### src/design/rbf_pkg.sv
// ----------------------------------------------------------------------------
// rbf_pkg
// shared types and constants for the ring buffer byte fifo
// ----------------------------------------------------------------------------
`default_nettype none

package rbf_pkg;

	// free-running pointer width, holds twice the largest store depth
	localparam int PTR_W = 7;
	localparam int BYTE_W = 8;
	localparam int LEN_W = 7;

	// request kinds on the input tuser
	localparam logic REQ_PUT = 1'b0;
	localparam logic REQ_GET = 1'b1;

	typedef enum logic [2:0] {
		ST_IDLE,
		ST_PUT_OK,
		ST_PUT_DROP,
		ST_GET_DATA,
		ST_GET_NONE
	} rbf_state_t;

	// controller to datapath
	typedef struct packed {
		logic put_wr;    // store the byte and bump the write pointer
		logic get_load;  // load the byte count for a get
		logic rd_adv;    // one byte taken, bump read pointer
		logic emit_data; // a stored byte is on the output
	} rbf_cmd_t;

	// datapath to controller
	typedef struct packed {
		logic full;
		logic get_empty; // get would yield no byte
		logic cnt_last;  // byte on the output is the final one of the get
	} rbf_stat_t;

endpackage

`default_nettype wire

### src/design/rbf_datapath.sv
// ----------------------------------------------------------------------------
// rbf_datapath
// ring store, free-running pointers, byte count and registered read port
// ----------------------------------------------------------------------------
`default_nettype none

module rbf_datapath #(
	parameter int DEPTH = 64
) (
	input  wire logic                       clk,
	input  wire logic                       arst_n,
	input  wire rbf_pkg::rbf_cmd_t          cmd,
	input  wire logic [rbf_pkg::BYTE_W-1:0] write_byte,
	input  wire logic [rbf_pkg::LEN_W-1:0]  read_length,
	output rbf_pkg::rbf_stat_t              stat,
	output logic [rbf_pkg::BYTE_W-1:0]      read_byte,
	output logic [rbf_pkg::PTR_W-1:0]       fill_level
);
	import rbf_pkg::*;

	// store depth is DEPTH rounded up to a power of two, and at least two
	localparam int EFF = (DEPTH <= 2) ? 2 : (1 << $clog2(DEPTH));
	localparam int AW = $clog2(EFF);
	localparam logic [PTR_W-1:0] EFF_P = PTR_W'(EFF);

	logic [BYTE_W-1:0] mem [EFF];
	logic [BYTE_W-1:0] rd_q;
	logic [PTR_W-1:0]  wp_q;
	logic [PTR_W-1:0]  rp_q;
	logic [LEN_W-1:0]  cnt_q;
	logic [PTR_W-1:0]  fill;
	logic [PTR_W-1:0]  rp_nxt;
	logic [LEN_W-1:0]  get_n;
	logic [AW-1:0]     rd_addr;

	assign fill    = wp_q - rp_q;
	assign rp_nxt  = rp_q + PTR_W'(1);
	assign get_n   = (read_length < LEN_W'(fill)) ? read_length : LEN_W'(fill);
	// look one entry ahead while a byte is taken so the next is ready in time
	assign rd_addr = cmd.rd_adv ? rp_nxt[AW-1:0] : rp_q[AW-1:0];

	always_ff @(posedge clk) begin
		if (cmd.put_wr) begin
			mem[wp_q[AW-1:0]] <= write_byte;
		end
		rd_q <= mem[rd_addr];
	end

	always_ff @(posedge clk or negedge arst_n) begin
		if (!arst_n) begin
			wp_q  <= '0;
			rp_q  <= '0;
			cnt_q <= '0;
		end else begin
			if (cmd.put_wr) begin
				wp_q <= wp_q + PTR_W'(1);
			end
			if (cmd.get_load) begin
				cnt_q <= get_n;
			end else if (cmd.rd_adv) begin
				cnt_q <= cnt_q - LEN_W'(1);
			end
			if (cmd.rd_adv) begin
				rp_q <= rp_nxt;
			end
		end
	end

	always_comb begin
		stat.full      = (fill >= EFF_P);
		stat.get_empty = (get_n == '0);
		stat.cnt_last  = (cnt_q == LEN_W'(1));
	end

	assign read_byte  = cmd.emit_data ? rd_q : '0;
	assign fill_level = cmd.emit_data ? (fill - PTR_W'(1)) : fill;

	a_fill_bound: assert property (@(posedge clk) disable iff (!arst_n)
		fill <= EFF_P)
		else $error("fill level beyond store depth");

	a_no_write_full: assert property (@(posedge clk) disable iff (!arst_n)
		cmd.put_wr |-> !stat.full)
		else $error("write into a full store");

	a_read_counted: assert property (@(posedge clk) disable iff (!arst_n)
		cmd.rd_adv |-> (cnt_q != '0) && (fill != '0))
		else $error("read with no byte left");

endmodule

`default_nettype wire

### src/design/rbf_ctrl.sv
// ----------------------------------------------------------------------------
// rbf_ctrl
// request sequencer: takes one request, then emits its results
// ----------------------------------------------------------------------------
`default_nettype none

module rbf_ctrl (
	input  wire logic               clk,
	input  wire logic               arst_n,
	input  wire logic               s_tvalid,
	output logic                    s_tready,
	input  wire logic               req_type,
	output logic                    m_tvalid,
	input  wire logic               m_tready,
	output logic                    last,
	output logic                    byte_valid,
	output logic                    accepted,
	output rbf_pkg::rbf_cmd_t       cmd,
	input  wire rbf_pkg::rbf_stat_t stat
);
	import rbf_pkg::*;

	rbf_state_t state_q;
	rbf_state_t state_d;

	always_ff @(posedge clk or negedge arst_n) begin
		if (!arst_n) begin
			state_q <= ST_IDLE;
		end else begin
			state_q <= state_d;
		end
	end

	always_comb begin
		state_d    = state_q;
		s_tready   = 1'b0;
		m_tvalid   = 1'b0;
		last       = 1'b1;
		byte_valid = 1'b0;
		accepted   = 1'b0;
		cmd        = '0;
		case (state_q)
			ST_IDLE: begin
				s_tready = 1'b1;
				if (s_tvalid) begin
					if (req_type == REQ_PUT) begin
						cmd.put_wr = !stat.full;
						state_d    = stat.full ? ST_PUT_DROP : ST_PUT_OK;
					end else begin
						cmd.get_load = 1'b1;
						state_d      = stat.get_empty ? ST_GET_NONE : ST_GET_DATA;
					end
				end
			end
			ST_PUT_OK: begin
				m_tvalid = 1'b1;
				accepted = 1'b1;
				if (m_tready) begin
					state_d = ST_IDLE;
				end
			end
			ST_PUT_DROP, ST_GET_NONE: begin
				m_tvalid = 1'b1;
				if (m_tready) begin
					state_d = ST_IDLE;
				end
			end
			ST_GET_DATA: begin
				m_tvalid      = 1'b1;
				byte_valid    = 1'b1;
				last          = stat.cnt_last;
				cmd.emit_data = 1'b1;
				if (m_tready) begin
					cmd.rd_adv = 1'b1;
					if (stat.cnt_last) begin
						state_d = ST_IDLE;
					end
				end
			end
			default: begin
				state_d = ST_IDLE;
			end
		endcase
	end

	a_one_side: assert property (@(posedge clk) disable iff (!arst_n)
		!(s_tready && m_tvalid))
		else $error("request taken while a result is pending");

	a_get_ends: assert property (@(posedge clk) disable iff (!arst_n)
		(state_q == ST_GET_DATA && m_tready && stat.cnt_last) |=> state_q == ST_IDLE)
		else $error("get did not end after its last byte");

	a_result_held: assert property (@(posedge clk) disable iff (!arst_n)
		(m_tvalid && !m_tready) |=> m_tvalid)
		else $error("result withdrawn before it was taken");

endmodule

`default_nettype wire

### src/design/ring_buffer_byte_fifo_unit.sv
// ----------------------------------------------------------------------------
// ring_buffer_byte_fifo_unit
// byte fifo over a power-of-two ring store with free-running pointers
// ----------------------------------------------------------------------------
//  port group   dir   payload
//  s_*          in    request: put one byte or get up to read_length bytes
//  m_*          out   result: one per put, one per byte (or one empty) per get
//
//  a put is accepted, then its result is held until taken
//  a get is accepted, then yields one byte per cycle while m_tready is
//  high, from the single registered read port of the ring store
//  results stall on m_tready with no loss; no request is taken meanwhile
//  reset clears the pointers, the byte count and the state; the store needs
//  no clearing pass
// ----------------------------------------------------------------------------
`default_nettype none

module ring_buffer_byte_fifo_unit #(
	parameter int DEPTH = 64
) (
	input  wire logic        clk,
	input  wire logic        arst_n,
	input  wire logic        s_tvalid,
	output logic             s_tready,
	input  wire logic [15:0] s_tdata,  // write_byte[7:0], read_length[14:8], zero
	input  wire logic        s_tuser,  // req_type
	output logic             m_tvalid,
	input  wire logic        m_tready,
	output logic [15:0]      m_tdata,  // read_byte[7:0], fill_level[14:8], zero
	output logic [1:0]       m_tuser,  // byte_valid, accepted
	output logic             m_tlast
);
	import rbf_pkg::*;

	rbf_cmd_t          cmd;
	rbf_stat_t         stat;
	logic              byte_valid;
	logic              accepted;
	logic [BYTE_W-1:0] read_byte;
	logic [PTR_W-1:0]  fill_level;

	rbf_ctrl u_ctrl (
		.clk       (clk),
		.arst_n    (arst_n),
		.s_tvalid  (s_tvalid),
		.s_tready  (s_tready),
		.req_type  (s_tuser),
		.m_tvalid  (m_tvalid),
		.m_tready  (m_tready),
		.last      (m_tlast),
		.byte_valid(byte_valid),
		.accepted  (accepted),
		.cmd       (cmd),
		.stat      (stat)
	);

	rbf_datapath #(
		.DEPTH(DEPTH)
	) u_datapath (
		.clk        (clk),
		.arst_n     (arst_n),
		.cmd        (cmd),
		.write_byte (s_tdata[7:0]),
		.read_length(s_tdata[14:8]),
		.stat       (stat),
		.read_byte  (read_byte),
		.fill_level (fill_level)
	);

	assign m_tdata = {1'b0, fill_level, read_byte};
	assign m_tuser = {accepted, byte_valid};

endmodule

`default_nettype wire
### config.mk
export PLATFORM = sky130hd
export DESIGN_NAME = ring_buffer_byte_fifo_unit
export DESIGN_NICKNAME = d
export VERILOG_FILES = /design/src/design/rbf_pkg.sv /design/src/design/rbf_datapath.sv /design/src/design/rbf_ctrl.sv /design/src/design/ring_buffer_byte_fifo_unit.sv
export SDC_FILE = /design/constraint.sdc
export NUM_CORES = 1
export LEC_CHECK = 0
export BUFFER_PORTS_ARGS = -buffer_cell sky130_fd_sc_hd__buf_2
export CAP_MARGIN = 0
export CORE_MARGIN = 2
export CORE_UTILIZATION = 25
export CTS_CLUSTER_SIZE = 14
export DETAILED_ROUTE_END_ITERATION = 6
export PLACE_DENSITY = 0.42
export RECOVER_POWER = 50
export SYNTH_ARGS = -nofsm -noshare
export SYNTH_HDL_FRONTEND = slang
export SYNTH_SLANG_ARGS = --single-unit
### constraint.sdc
create_clock -name clk -period 5.65 [get_ports clk]
set_clock_uncertainty 0.05 [all_clocks]
set_input_delay 0.2825 -clock clk [delete_from_list [all_inputs] [get_ports clk]]
set_output_delay 0.2825 -clock clk [all_outputs]
set_load 0.1 [all_outputs]
==> impl_metrics.toml <==
[status]
status = "finished, violations left"
violations = "capacitance limit, slew limit"

[yosys]
ys_async_sr_fraction_pct = 4.412
synth_top_family_by_area = "multiplexers"
ys_seq_area_share_pct = 61.87
netlist_top_cells_area = "edfxtp_1 (59%), mux2i_1 (10%), o22ai_1 (5.2%)"
syn_area_sq_um = 26080
synth_top_area_share_pct = 58.95
synth-simple-area-share_pct = 6.596
synth_compound_area_share_pct = 10.77
synth.ff_latch_count = 544
netlist_top_cells_count = "edfxtp_1 (512), mux2i_1 (266), o22ai_1 (216)"
synth_xor_area_share_pct = 1.123
synthMuxAreaShare_pct = 15.65
synth-edff-count = 512
synth.distinct_cells = 71
yosysWarnings = 0
syn_area_per_cell_sq_um = 13.84
synth_nets = 1922
synth_ff_type = "edfxtp_1"
yosys.area.top_type = "edfxtp_1"
yosys.cell_count.top_type = "edfxtp_1"
synth_cells = 1884
synthAdderAreaFrac_pct = 0.8827

[die]
die_h_microns = 327.0
die_area_sq_um = 106900
design.core.area_sq_um = 103500
rows = 118
fp.dieW_microns = 327.0
io_pins = 42
initial_utilization_pct = 25.20

[sta]
slew_headroom_pct = -149.3
drv_slew = 545
finalSetupTns_ns = 0
finalCritPeriodShare_pct = 81.72
setup_viol = 0
rsz0062_at_grt = "false"
fin_crit_ns = 4.617
hold_violations = 0
fmax_mhz = 216.6
worst_pin_slew_ns = 3.739

[critical_path]
path_class = "reg2reg"
arrival_ns = 4.78
worstPathMaxFanout = 10
cp_data_required_time_ns = 5.81
start_kind = "register"
critPathCaptureType = "register"

[final_layout]
num_antenna_cells = 0
area.sequential_sq_um = 16140
nets = 1987
nFillCells = 10320
multi_input_area_sq_um = 9183
final_area_sq_um = 30170
drive_gt1_share_pct = 14.87
area_delta_synth_final_pct = 15.67

[clock_tree]
cts.reportedPaths.clkPinSlew_ns = 0.06
worstSkewPairLatency_ns = 0.60
cts_setup_buffers = 0
cts_root_buf = "clkbuf_16"
htree_levels = 3
clock_sinks = 544
clockBufferDepth = 3
cts-buffers-inserted = 66
cts_tree = "built"

[global_route]
overflow = 0
track_usage_pct = 14.87
grt_pass1_vias = 17200
grt_pass1_wl_mm = 118.0
grt_max_degree = 114
antenna_found_initial = 2

[detailed_routing]
post-route-drc-count = 0
vias_per_cell = 5.050
num_vias = 17050
dr.pass1.iters = 5
wl_mm = 80.56
drt-wirelength-per-cell_microns = 23.86
detail-route-antenna-nets = 0
first_iter_violations = 1296

[min_path]
min_path_type = "in2reg"

[place]
gp_congestion = 0.7907
dp_hpwl_mm = 47.99
post_dp_cell_area_sq_um = 28130
port_buffers = 39

[power]
power_frac_clock_pct = 27.4
p_per_area_nw_per_um2 = 485.7
total_power_mw = 14.65
p_int_mw = 9.087
seqPwrFrac_pct = 31.3
power_leakage_nw = 9.921
switching_share_pct = 37.99
p_comb_share_pct = 41.3
peakVddDrop_v = 0.0003596
switchingPower_mw = 5.567

[run]
drv_cap = 9
worst paths after layout:
kind	startpoint	to	slack [ns]	depth (start not counted)
worst min register to register	u_datapath.wp_q[6]$_DFFE_PN0P_	u_datapath.wp_q[6]$_DFFE_PN0P_	0.44	1
worst max register to register	u_datapath.wp_q[0]$_DFFE_PN0P_	u_datapath.mem[45][4]$_DFFE_PP_	1.03	11
max in group asynchronous	arst_n	u_datapath.rp_q[1]$_DFFE_PN0P_	3.72	2
worst max-delay path	u_datapath.wp_q[0]$_DFFE_PN0P_	u_datapath.mem[45][4]$_DFFE_PP_	1.03	11
worst min-delay path	s_tvalid	u_datapath.wp_q[2]$_DFFE_PN0P_	0.08	5
min in group asynchronous	arst_n	u_ctrl.state_q[2]$_DFFE_PN0P_	0.61	2
state kept, by name (all words and copies together), names as in the netlist:
register / count
u_ctrl.state_q: 3
u_datapath.wp_q: 7
u_datapath.rp_q: 7
u_datapath.mem: 512
u_datapath.rd_q: 8
u_datapath.cnt_q: 7
cell families (layout without fill, tap and decap cells):
family	count (synthesis)	after routing
simple gates	359	359
xor+xnor	30	30
fa+ha+maj	18	18
compound gates	428	428
other cells	1	1
mux	334	334
flops	544	544
buf+inv	170	283
stage by stage:
stage,setup WS (ns),std cells,utilization [%],hold WS (ns)
3_5_place_dp,1.063,3253,27.18,0.3116
5_1_grt,0.8048,3377,29.15,0.09998
6_report,1.033,3377,29.15,0.08473
3_3_place_gp,1.017,3253,27.18,0.3143
4_1_cts,1.034,3377,29.21,0.04630
2_1_floorplan,1.214,1884,-,-0.06309
per-layer routing:
| layer | part of all wire (%) | global-route usage (%) |
|---|---|---|
| met5 | 0.022 | 0 |
| met4 | 2.3 | 4.527 |
| met3 | 4.8 | 2.144 |
| met2 | 48 | 24.67 |
| met1 | 45 | 20.08 |
what timing repair did:
item | CTS | global route
hold buffers | 8 | 0
gates resized for setup | 0 | 0
hold endpoints to repair | 32 | 0
cell type report:
class / instances / share of cell area, %
clock buffer: 89 / 6.005
clock inverter: 27 / 0.7009
inverter: 23 / 0.2945
multi-input combinational: 1170 / 30.44
sequential: 544 / 53.51
tap: 1380 / 5.723
timing repair buffer: 144 / 3.330
power groups by stage:
stage	combinational, mW	clock [mW]	sequential, mW
6_report	6.05	4.02	4.59
5_1_grt	6.48	4.31	4.60
4_1_cts	6.13	4.14	4.58
3_5_place_dp	6.11	0	4.66
3_3_place_gp	6.08	0	4.66
2_1_floorplan	4.37	0	4.62
critical path, stage by stage (launching register included):
cell     delay [ns]
dfrtp_1        0.46
inv_1          0.11
ha_1           0.17
inv_1          0.06
fa_1           0.40
a21o_1         0.18
a21oi_2        0.23
nor3_1         0.09
nor3b_2        0.61
and3_1         0.41
nand2_1        0.54
nor2_1         0.92
placed cells by master (no fill, tap or decap), types with 9 or more instances in the layout:
master       n
a21oi_1     39
clkinv_2    11
o221ai_1    26
mux2_2      10
o22ai_1    216
buf_2       27
mux4_2      58
mux2i_1    266
edfxtp_1   512
and2_1      12
a211oi_1    15
nand2_1     52
xnor2_1     19
dfrtp_1     22
o211ai_1    12
nand3_1      9
nor2_1     107
o2111ai_1    9
a22oi_1     10
inv_1       19
buf_4       84
clkbuf_16   69
o21ai_0     52
nor3_1     116
or3_1       12
clkbuf_1    40
ha_1        15
clkinv_1    10
Note: power is estimated with default switching activity, not from simulation.
